**src/rtl/cfa_pkg.sv**
```systemverilog
// ----------------------------------------------------------------------------
// cfa_pkg
// Shared types and constants for the call-frame instruction encoder.
// ----------------------------------------------------------------------------
package cfa_pkg;

	localparam logic [1:0] OP_PUSH   = 2'd0;
	localparam logic [1:0] OP_ADJUST = 2'd1;
	localparam logic [1:0] OP_VSAVE  = 2'd2;

	localparam logic [7:0]  CFA_DEF_OFFSET = 8'h0e;
	localparam logic [7:0]  CFA_OFFSET_OP  = 8'h80;
	localparam logic [7:0]  CFA_ADVANCE_OP = 8'h40;
	localparam logic [7:0]  CFA_ADVANCE1   = 8'h02;
	localparam logic [7:0]  CFA_ADVANCE2   = 8'h03;
	localparam logic [7:0]  CFA_ADVANCE4   = 8'h04;
	localparam logic [5:0]  VEC_DWARF_BASE = 6'd17;
	localparam logic [31:0] STACK_OFFSET_RESET = 32'd8;
	localparam logic [31:0] PUSH_SIZE          = 32'd8;
	localparam logic [63:0] REG_MAP_RESET      = 64'hFEDC_BA98_7654_3210;

	typedef struct packed {
		logic [1:0]         operation;
		logic               first;
		logic [31:0]        code_offset;
		logic [3:0]         reg_index;
		logic [31:0]        adjust_amount;
		logic signed [31:0] vector_slot_offset;
	} in_item_t;

	typedef struct packed {
		logic [7:0] byte_out;
		logic       last;
	} out_item_t;

	// One classified event, ready for byte serialization.
	typedef struct packed {
		logic [7:0]  adv_first;
		logic [2:0]  adv_len;
		logic [31:0] delta;
		logic [7:0]  op1;
		logic [7:0]  op2;
		logic        two_ops;
		logic [31:0] value;
	} cmd_t;

endpackage

```
**src/rtl/cfa_front.sv**
```systemverilog
// ----------------------------------------------------------------------------
// cfa_front
// Accepts prologue events, tracks frame state and classifies each event
// into a command for the byte serializer.
// ----------------------------------------------------------------------------
module cfa_front (
	input  logic              clk,
	input  logic              arst_n,
	input  logic              cfg_we,
	input  logic [63:0]       cfg_data,
	input  logic              in_valid,
	output logic              in_stall,
	input  cfa_pkg::in_item_t in_data,
	input  logic              full,
	output logic              push,
	output cfa_pkg::cmd_t     push_data
);

	logic [63:0] reg_map_q;
	logic [31:0] stack_offset_q;
	logic [31:0] last_code_q;

	logic [31:0] base_so;
	logic [31:0] base_code;
	logic [31:0] delta;
	logic        backward;
	logic [31:0] new_so;
	logic [3:0]  dreg;
	logic        op_ok;
	logic        accept;

	assign in_stall = full;
	assign accept   = in_valid && !full;
	assign op_ok    = (in_data.operation == cfa_pkg::OP_PUSH) ||
			  (in_data.operation == cfa_pkg::OP_ADJUST) ||
			  (in_data.operation == cfa_pkg::OP_VSAVE);
	assign push     = accept && op_ok;

	// A new prologue restarts from the reset frame before the event applies.
	assign base_so   = in_data.first ? cfa_pkg::STACK_OFFSET_RESET : stack_offset_q;
	assign base_code = in_data.first ? 32'd0 : last_code_q;
	assign delta     = in_data.code_offset - base_code;
	assign backward  = in_data.code_offset < base_code;
	assign dreg      = reg_map_q[{in_data.reg_index, 2'b00} +: 4];

	always_comb begin
		new_so            = base_so;
		push_data.op1     = cfa_pkg::CFA_DEF_OFFSET;
		push_data.op2     = cfa_pkg::CFA_OFFSET_OP | {4'd0, dreg};
		push_data.two_ops = 1'b0;
		push_data.value   = base_so;
		case (in_data.operation)
			cfa_pkg::OP_PUSH: begin
				new_so            = base_so + cfa_pkg::PUSH_SIZE;
				push_data.two_ops = 1'b1;
				push_data.value   = new_so;
			end
			cfa_pkg::OP_ADJUST: begin
				new_so          = base_so + in_data.adjust_amount;
				push_data.value = new_so;
			end
			default: begin
				push_data.op1   = cfa_pkg::CFA_OFFSET_OP |
						  {2'd0, cfa_pkg::VEC_DWARF_BASE + {2'd0, in_data.reg_index}};
				push_data.value = base_so - $unsigned(in_data.vector_slot_offset);
			end
		endcase

		push_data.delta = delta;
		if (!backward && delta < 32'd64) begin
			push_data.adv_first = cfa_pkg::CFA_ADVANCE_OP | {2'd0, delta[5:0]};
			push_data.adv_len   = 3'd1;
		end else if (!backward && delta < 32'd256) begin
			push_data.adv_first = cfa_pkg::CFA_ADVANCE1;
			push_data.adv_len   = 3'd2;
		end else if (!backward && delta < 32'd65536) begin
			push_data.adv_first = cfa_pkg::CFA_ADVANCE2;
			push_data.adv_len   = 3'd3;
		end else begin
			push_data.adv_first = cfa_pkg::CFA_ADVANCE4;
			push_data.adv_len   = 3'd5;
		end
	end

	always_ff @(posedge clk or negedge arst_n) begin
		if (!arst_n) begin
			reg_map_q      <= cfa_pkg::REG_MAP_RESET;
			stack_offset_q <= cfa_pkg::STACK_OFFSET_RESET;
			last_code_q    <= 32'd0;
		end else begin
			if (cfg_we)
				reg_map_q <= cfg_data;
			if (push) begin
				stack_offset_q <= new_so;
				last_code_q    <= in_data.code_offset;
			end
		end
	end

endmodule

```
**src/rtl/cfa_queue.sv**
```systemverilog
// ----------------------------------------------------------------------------
// cfa_queue
// Small command FIFO between the classifier and the byte serializer.
// ----------------------------------------------------------------------------
module cfa_queue #(
	parameter int DEPTH = 4
) (
	input  logic          clk,
	input  logic          arst_n,
	input  logic          push,
	input  cfa_pkg::cmd_t push_data,
	input  logic          pop,
	output logic          full,
	output logic          not_empty,
	output cfa_pkg::cmd_t head
);

	localparam int PTR_W = (DEPTH > 1) ? $clog2(DEPTH) : 1;
	localparam int CNT_W = $clog2(DEPTH + 1);

	cfa_pkg::cmd_t    entries_q [DEPTH];
	logic [PTR_W-1:0] wr_ptr_q;
	logic [PTR_W-1:0] rd_ptr_q;
	logic [CNT_W-1:0] count_q;

	assign full      = count_q == CNT_W'(DEPTH);
	assign not_empty = count_q != '0;
	assign head      = entries_q[rd_ptr_q];

	always_ff @(posedge clk) begin
		if (push)
			entries_q[wr_ptr_q] <= push_data;
	end

	always_ff @(posedge clk or negedge arst_n) begin
		if (!arst_n) begin
			wr_ptr_q <= '0;
			rd_ptr_q <= '0;
			count_q  <= '0;
		end else begin
			if (push)
				wr_ptr_q <= (wr_ptr_q == PTR_W'(DEPTH - 1)) ? '0 : wr_ptr_q + 1'b1;
			if (pop)
				rd_ptr_q <= (rd_ptr_q == PTR_W'(DEPTH - 1)) ? '0 : rd_ptr_q + 1'b1;
			if (push && !pop)
				count_q <= count_q + 1'b1;
			else if (pop && !push)
				count_q <= count_q - 1'b1;
		end
	end

endmodule

```
**src/rtl/cfa_back.sv**
```systemverilog
// ----------------------------------------------------------------------------
// cfa_back
// Serializes one queued command into call-frame bytes, one beat per cycle while the
// output is not stalled, through a registered output stage.
// ----------------------------------------------------------------------------
module cfa_back (
	input  logic               clk,
	input  logic               arst_n,
	input  logic               cmd_valid,
	input  cfa_pkg::cmd_t      cmd,
	output logic               pop,
	output logic               out_valid,
	input  logic               out_stall,
	output cfa_pkg::out_item_t out_data
);

	typedef enum logic [1:0] {
		ST_ADV,
		ST_OP,
		ST_ULEB
	} state_t;

	state_t             state_q;
	logic [2:0]         idx_q;
	logic               second_q;
	logic [31:0]        uleb_q;
	logic               out_valid_q;
	cfa_pkg::out_item_t out_data_q;

	logic               advance;
	logic               emit;
	logic [7:0]         byte_n;
	logic               final_n;
	logic [7:0]         delta_byte;

	assign out_valid = out_valid_q;
	assign out_data  = out_data_q;
	assign advance   = !out_valid_q || !out_stall;
	assign emit      = advance && cmd_valid;

	always_comb begin
		case (idx_q)
			3'd1:    delta_byte = cmd.delta[7:0];
			3'd2:    delta_byte = cmd.delta[15:8];
			3'd3:    delta_byte = cmd.delta[23:16];
			default: delta_byte = cmd.delta[31:24];
		endcase
	end

	always_comb begin
		final_n = 1'b0;
		case (state_q)
			ST_ADV:  byte_n = (idx_q == 3'd0) ? cmd.adv_first : delta_byte;
			ST_OP:   byte_n = second_q ? cmd.op2 : cmd.op1;
			ST_ULEB: begin
				byte_n  = {uleb_q[31:7] != '0, uleb_q[6:0]};
				final_n = (uleb_q[31:7] == '0) && !(cmd.two_ops && !second_q);
			end
			default: byte_n = 8'd0;
		endcase
	end

	assign pop = emit && final_n;

	always_ff @(posedge clk or negedge arst_n) begin
		if (!arst_n) begin
			state_q     <= ST_ADV;
			idx_q       <= 3'd0;
			second_q    <= 1'b0;
			uleb_q      <= 32'd0;
			out_valid_q <= 1'b0;
			out_data_q  <= '0;
		end else begin
			if (advance) begin
				out_valid_q         <= cmd_valid;
				out_data_q.byte_out <= byte_n;
				out_data_q.last     <= final_n;
			end
			if (emit) begin
				case (state_q)
					ST_ADV: begin
						if (idx_q == cmd.adv_len - 3'd1) begin
							idx_q   <= 3'd0;
							state_q <= ST_OP;
						end else begin
							idx_q <= idx_q + 3'd1;
						end
					end
					ST_OP: begin
						uleb_q  <= cmd.value;
						state_q <= ST_ULEB;
					end
					ST_ULEB: begin
						if (uleb_q[31:7] != '0) begin
							uleb_q <= {7'd0, uleb_q[31:7]};
						end else if (cmd.two_ops && !second_q) begin
							// A push repeats the offset for its register save op.
							second_q <= 1'b1;
							state_q  <= ST_OP;
						end else begin
							second_q <= 1'b0;
							state_q  <= ST_ADV;
						end
					end
					default: state_q <= ST_ADV;
				endcase
			end
		end
	end

endmodule

```
**src/rtl/cfa_unwind_op_encoder.sv**
```systemverilog
// The first byte of an event passes through the command queue and then the registered
// output stage before it reaches the output, when the queue is empty and the output is free.
// Throughput: one output beat per cycle while the output is not stalled; push events
// produce the most bytes.
// Events are accepted every cycle while the command queue has room.
// Reset clears the frame state to stack offset 8, last code offset 0,
// and restores the identity register map; the queue starts empty.
// ----------------------------------------------------------------------------
// cfa_unwind_op_encoder
// Turns prologue events into DWARF call-frame instruction bytes.
// ----------------------------------------------------------------------------
module cfa_unwind_op_encoder #(
	parameter int QUEUE_DEPTH = 4
) (
	input  logic               clk,
	input  logic               arst_n,
	input  logic               cfg_we,
	input  logic [63:0]        cfg_data,
	input  logic               in_valid,
	output logic               in_stall,
	input  cfa_pkg::in_item_t  in_data,
	output logic               out_valid,
	input  logic               out_stall,
	output cfa_pkg::out_item_t out_data
);

	logic          full;
	logic          push;
	logic          pop;
	logic          not_empty;
	cfa_pkg::cmd_t push_data;
	cfa_pkg::cmd_t head;

	cfa_front u_front (
		.clk       (clk),
		.arst_n    (arst_n),
		.cfg_we    (cfg_we),
		.cfg_data  (cfg_data),
		.in_valid  (in_valid),
		.in_stall  (in_stall),
		.in_data   (in_data),
		.full      (full),
		.push      (push),
		.push_data (push_data)
	);

	cfa_queue #(
		.DEPTH (QUEUE_DEPTH)
	) u_queue (
		.clk       (clk),
		.arst_n    (arst_n),
		.push      (push),
		.push_data (push_data),
		.pop       (pop),
		.full      (full),
		.not_empty (not_empty),
		.head      (head)
	);

	cfa_back u_back (
		.clk       (clk),
		.arst_n    (arst_n),
		.cmd_valid (not_empty),
		.cmd       (head),
		.pop       (pop),
		.out_valid (out_valid),
		.out_stall (out_stall),
		.out_data  (out_data)
	);

endmodule
```
**config.mk**
```make
export PLATFORM = sky130hd
export DESIGN_NAME = cfa_unwind_op_encoder
export DESIGN_NICKNAME = d
export VERILOG_FILES = /design/src/rtl/cfa_pkg.sv /design/src/rtl/cfa_front.sv /design/src/rtl/cfa_queue.sv /design/src/rtl/cfa_back.sv /design/src/rtl/cfa_unwind_op_encoder.sv
export SDC_FILE = /design/constraint.sdc
export NUM_CORES = 1
export LEC_CHECK = 0
export BUFFER_PORTS_ARGS = -buffer_cell sky130_fd_sc_hd__clkbuf_2
export CORE_MARGIN = 4
export CORE_UTILIZATION = 60
export DETAILED_ROUTE_END_ITERATION = 8
export PLACE_DENSITY = 0.9
export SETUP_SLACK_MARGIN = 0.02
export SLEW_MARGIN = 20
export SYNTH_ARGS = -nofsm -noshare
export SYNTH_HDL_FRONTEND = slang
export SYNTH_HIERARCHICAL = 1
export SYNTH_SLANG_ARGS = --single-unit
```
**constraint.sdc**
```tcl
create_clock -name clk -period 5.6 [get_ports clk]
set_input_delay 0.56 -clock clk [delete_from_list [all_inputs] [get_ports clk]]
set_output_delay 0.56 -clock clk [all_outputs]
set_load 0.02 [all_outputs]
```
[Yosys cells after proc, flatten, opt, wreduce, memory -nomap -nowiden]
Memories as Yosys holds them, arrays and structs flattened.
Cells that the tools add are included.
Storage, ports and cells
  register bits after elaboration: 183
  RAM bits: 352
  bits of input ports: 172
  output and inout bits: 11
  memories kept: 1
Memory list
  u_queue.entries_q: words 4, bits a word 88, rd ports 1, clocked after memory_dff 0, write ports 1, RTL line cfa_queue.sv:21  | cfa_pkg::cmd_t entries_q [DEPTH];
Operators by class
  add/subtract/negate cells: 11
  $lt $le $gt $ge: 4
  eq/ne operators: 14
  shift operators: 1
  muxes and demuxes: 28
  bitwise operators: 1
  reductions and logical operators: 35
Operators with widths (number)
  32-bit one-hot mux with 2 select lines: 3
  32-bit 2-to-1 mux: 3
  64-bit by 7-bit indexed part select with 4-bit output: 1
  32-bit subtractor: 2
  8-bit one-hot mux with 3 select lines: 2
  32-bit adder: 1
  32-bit by 4-bit adder with 32-bit output, second input constant: 1
  32-bit by 17-bit < comparator with 1-bit output, second input constant: 1
  32-bit < comparator: 1
  32-bit by 7-bit < comparator with 1-bit output, second input constant: 1
  32-bit by 9-bit < comparator with 1-bit output, second input constant: 1
  25-bit zero test: 1
  25-bit nonzero test: 1
  8-bit 2-to-1 mux: 3
  11-bit 2-to-1 mux: 2
  1-bit logical AND: 11
  3-bit 2-to-1 mux: 3
  3-bit AND reduction: 3
  2-bit == test, second input constant: 4
  1-bit zero test: 8
  2-bit 2-to-1 mux: 4
  3-bit by 1-bit adder with 3-bit output, second input constant: 2
  5-bit by 4-bit adder with 6-bit output, first input constant: 1
  3-bit by 2-bit == test with 1-bit output, second input constant: 2
  19 further kinds: 32

[Logic depth before layout (Yosys ltp)]
  depth in word-level cells: 9
  mapped depth: 18
  gate-level depth less buffers: 14

[By module]
The synthesis kept the hierarchy.
Modules (own cells, without submodules)
  cfa_queue: times used 1, cells each 518, area each 13751.9 um^2, seq. area each 11225.8 um^2
  cfa_front: times used 1, cells each 1456, area each 12140.4 um^2, seq. area each 3244.4 um^2
  cfa_back: times used 1, cells each 345, area each 3228.1 um^2, seq. area each 1201.2 um^2

[Worst setup path before layout]
No wires, ideal clock.
  path kind: input -> register
  from: input in_data[100] in the netlist's numbering
  to: memory u_queue/entries_q[0][86] in the netlist's numbering, data pin
  setup time: 0.263 ns
  arrival: 4.192 ns
  required time: 5.337 ns
  path slack: 1.146 ns
  stages: 17
  buffers on the path: 4
  path through: clkbuf_1 clkbuf_1 clkbuf_1 clkbuf_1 nand2b_1 ha_1 a21o_1 a21o_1 a21o_1 or3_4 a31oi_4 o21ai_1 xor2_1 nor4_2 and4b_4 inv_4 a21o_1
RTL lines
  from (decl): RTL line cfa_unwind_op_encoder.sv:21  | input cfa_pkg::in_item_t in_data,
  to (decl): RTL line cfa_queue.sv:21

==> results.cfg <==
[run_status]
run_status = complete, no violations

[route]
drtIter0Drc = 3074
first_pass_iters = 8
vias_per_cell = 6.72
antenna_left = 0
vias = 21000
totalWireLength_um = 76700
drc = 0
wire_per_inst_um = 24.5

[cells_and_area]
fin_util = 0.672
seq_area_um2 = 15700
fin_nets = 2752
fillers = 3176
layout-drive-gt1-share = 0.215
syn2layout_area_growth_pct = 10.5
multi_input_area_um2 = 12500

[die]
fp.dieH_um = 228
die-area_um2 = 52100
die_w_um = 228
start_util = 0.609
rows = 80
ios = 183
core_area_um2 = 47800

[run]
drv_cap = 0

[setup_path]
arrival_ns = 5.22
crit_buf_inv = 3
setup.worst_path.start_class = input pin
crit_end = u_queue/entries_q[3][84]$_DFFE_PP_
crit_chain = clkbuf_2, buf_4, nor2b_1, ha_1, fa_1, nand2b_1, a21o_1, a31oi_1, a41oi_1, o21ai_0, a31oi_1, xnor2_1, nor4_1, and4b_4, inv_4, nor2_1
critPathSlowestCell = o21ai_0
reg2reg_slack_ns = 1.00
critical_path.max_fanout = 47
worst-path-stages = 16
worstPathRequired_ns = 5.99
critical_path.top_delay_family = compound AO/OA/AOI/OAI gates
r2r-start = u_front/last_code_q[0]$_DFFE_PN0P_
r2r.worst_path.cells = 14
crit_path_end_kind = flop
critPathLaunch = in_data[100]
cpMostUsedCell = a31oi_1
path_class = input pin to flop
cpPeakStageDelay_ns = 0.51
worstReg2RegEnd = u_queue/entries_q[3][84]$_DFFE_PP_

[power_and_ir_drop]
power.density_nw_per_um2 = 432
p_leak_uw = 0.0126
p_total_uw = 13900
peakVddDrop_v = 0.000264

[cts]
h-tree-depth = 2
cts_root_buf = clkbuf_16
post_cts_resized = 0
cts_hold_buffers = 0
path_clk_slew_ns = 0.06
cts_tree = built
clk_latency_ns = 0.61
post-cts-setup-buffer-count = 0
cts.sinks = 551
cts_inserted_buffers = 53
clk_path_buf_depth = 3

[grt]
gr-max-usage-layer = met2
met3_usage = 0.0641
antenna_found_initial = 0
grt_pass1_wl_um = 120000
grtUsageMet2 = 0.460
use_met1 = 0.394
grt_max_degree = 104
grt_pass1_vias = 21000
grtUsageTotal = 0.289
overflow = 0

[synth]
synthCells = 2319
synthFlopType = edfxtp_1
yosysUniqueCellTypes = 92
synth-seq-cells = 551
synth_edf_count = 368
yosysSeqAreaShare = 0.538
avgSynthCellArea_um2 = 12.6
postSynth.asyncResetShare = 0.332
synthesis.area_um2 = 29100
synth_warnings = 6

[sta]
max_freq_ghz = 0.207
finalHoldViolCount = 0
slew-limit-headroom = 0.226
tns_ns = 0
tightest_slew_ns = 1.16
post-route-period-util = 0.863
worst_slack_ns = 0.770
drv_slew = 0
skew_ns = 0.0177
rsz0062_at_grt = false
fin_crit_ns = 4.83
hold_ws_ns = 0.0437
finalSetupViolCount = 0

[placement]
dpl.hpwl_um = 51600
pre_cts_slack_ns = 0.716
gp_congestion = 0.959
numPortBuffers = 182

[worst_hold_path]
hp-class = input pin to async pin
## how the worst min path moves through the flow
| stage | slack, ns | endpoint |
|---|---|---|
| 2_1_floorplan | 0.26 | u_back/idx_q[0]$_DFFE_PN0P_ |
| 3_3_place_gp | 0.46 | u_front/last_code_q[4]$_DFFE_PN0P_ |
| 3_5_place_dp | 0.46 | u_front/last_code_q[19]$_DFFE_PN0P_ |
| 4_1_cts | 0.07 | u_queue/count_q[0]$_DFFE_PN0P_ |
| 5_1_grt | 0.11 | u_front/last_code_q[17]$_DFFE_PN0P_ |
| 6_report | 0.04 | u_front/last_code_q[26]$_DFFE_PN0P_ |
## layer usage
layer	vias to the layer above	routed length (µm)	share of wire
met5	-	0	0
met4	0	3390	0.044
met3	296	8510	0.11
met2	1546	35800	0.47
met1	10100	29100	0.38
li1	9074	-	-
## metrics by stage
| stage | cells | cell area, µm² |
|---|---|---|
| 3_3_place_gp | 3027 | 30400 |
| 3_5_place_dp | 3027 | 30400 |
| 4_1_cts | 3127 | 32200 |
| 5_1_grt | 3128 | 32200 |
| 2_1_floorplan | 2323 | 29100 |
| 6_report | 3129 | 32200 |
## cell type report
type,instances,share of cell area
Sequential cell,551,0.487
Multi-Input combinational cell,1554,0.387
Clock buffer,69,0.0444
Timing Repair Buffer,207,0.0346
Tap cell,615,0.0239
Inverter,101,0.0119
Clock inverter,31,0.0107
Antenna cell,1,0.0000778
## where the power goes
group	leakage (µW)	internal, µW	switching (µW)
Combinational	0.00616	1630	2690
Clock	0.000852	2090	1560
Sequential	0.00559	5450	491
## state kept, by name, summed over array words and instances, names as in the netlist
signal and flops:
u_back/out_valid 1, u_queue/wr_ptr_q 2, u_front/stack_offset_q 32, u_back/second_q 1
u_back/uleb_q 32, u_front/last_code_q 32, u_front/reg_map_q 64, u_back/state_q 2
u_queue/rd_ptr_q 2, u_queue/count_q 3, u_back/out_data 9, u_back/idx_q 3
u_queue/entries_q 368
## worst reg2reg max path, cell delays in order (launching register included)
cell and delay, ns:
dfrtp_1 0.38, nor2b_1 0.14, ha_1 0.23, fa_1 0.43, nand2b_1 0.21, a21o_1 0.21, a31oi_1 0.40, a41oi_1 0.29
o21ai_0 0.51, a31oi_1 0.21, xnor2_1 0.25, nor4_1 0.41, and4b_4 0.37, inv_4 0.07, nor2_1 0.28
## cell usage in the layout (no fill, tap or decap), types with 86 or more instances in the layout
| cell type | Yosys | final |
|---|---|---|
| inv_1 | 98 | 98 |
| nand2_1 | 206 | 206 |
| mux2_2 | 86 | 86 |
| clkbuf_2 | 1 | 181 |
| a21oi_1 | 109 | 109 |
| edfxtp_1 | 368 | 368 |
| o21ai_0 | 100 | 99 |
| mux4_2 | 100 | 100 |
| nor2_1 | 105 | 105 |
| ha_1 | 108 | 108 |
| dfrtp_1 | 150 | 148 |
## Yosys cell counts (51+ instances only)
cell type | count | area share
mux2_2 | 86 | 0.033
a21oi_1 | 109 | 0.019
inv_1 | 98 | 0.013
clkbuf_1 | 69 | 0.0089
nor2_1 | 105 | 0.014
mux4_2 | 100 | 0.077
o21ai_0 | 100 | 0.017
dfrtp_1 | 150 | 0.13
ha_1 | 108 | 0.046
nor2b_1 | 51 | 0.011
nand2_1 | 206 | 0.027
edfxtp_1 | 368 | 0.38
xnor2_1 | 68 | 0.020
## cell families after synthesis
logic type,count (synthesis),share of synthesized area
xor gates and xnor gates,110,0.0336
adders and majority gates,112,0.0492
and+or+nand+nor,585,0.0984
AOI/OAI and AO/OA,532,0.126
muxes,209,0.119
buffers and inverters,218,0.0354
DFF,551,0.538
other,2,0.000258
Note: power is estimated with default switching activity, not from simulation.
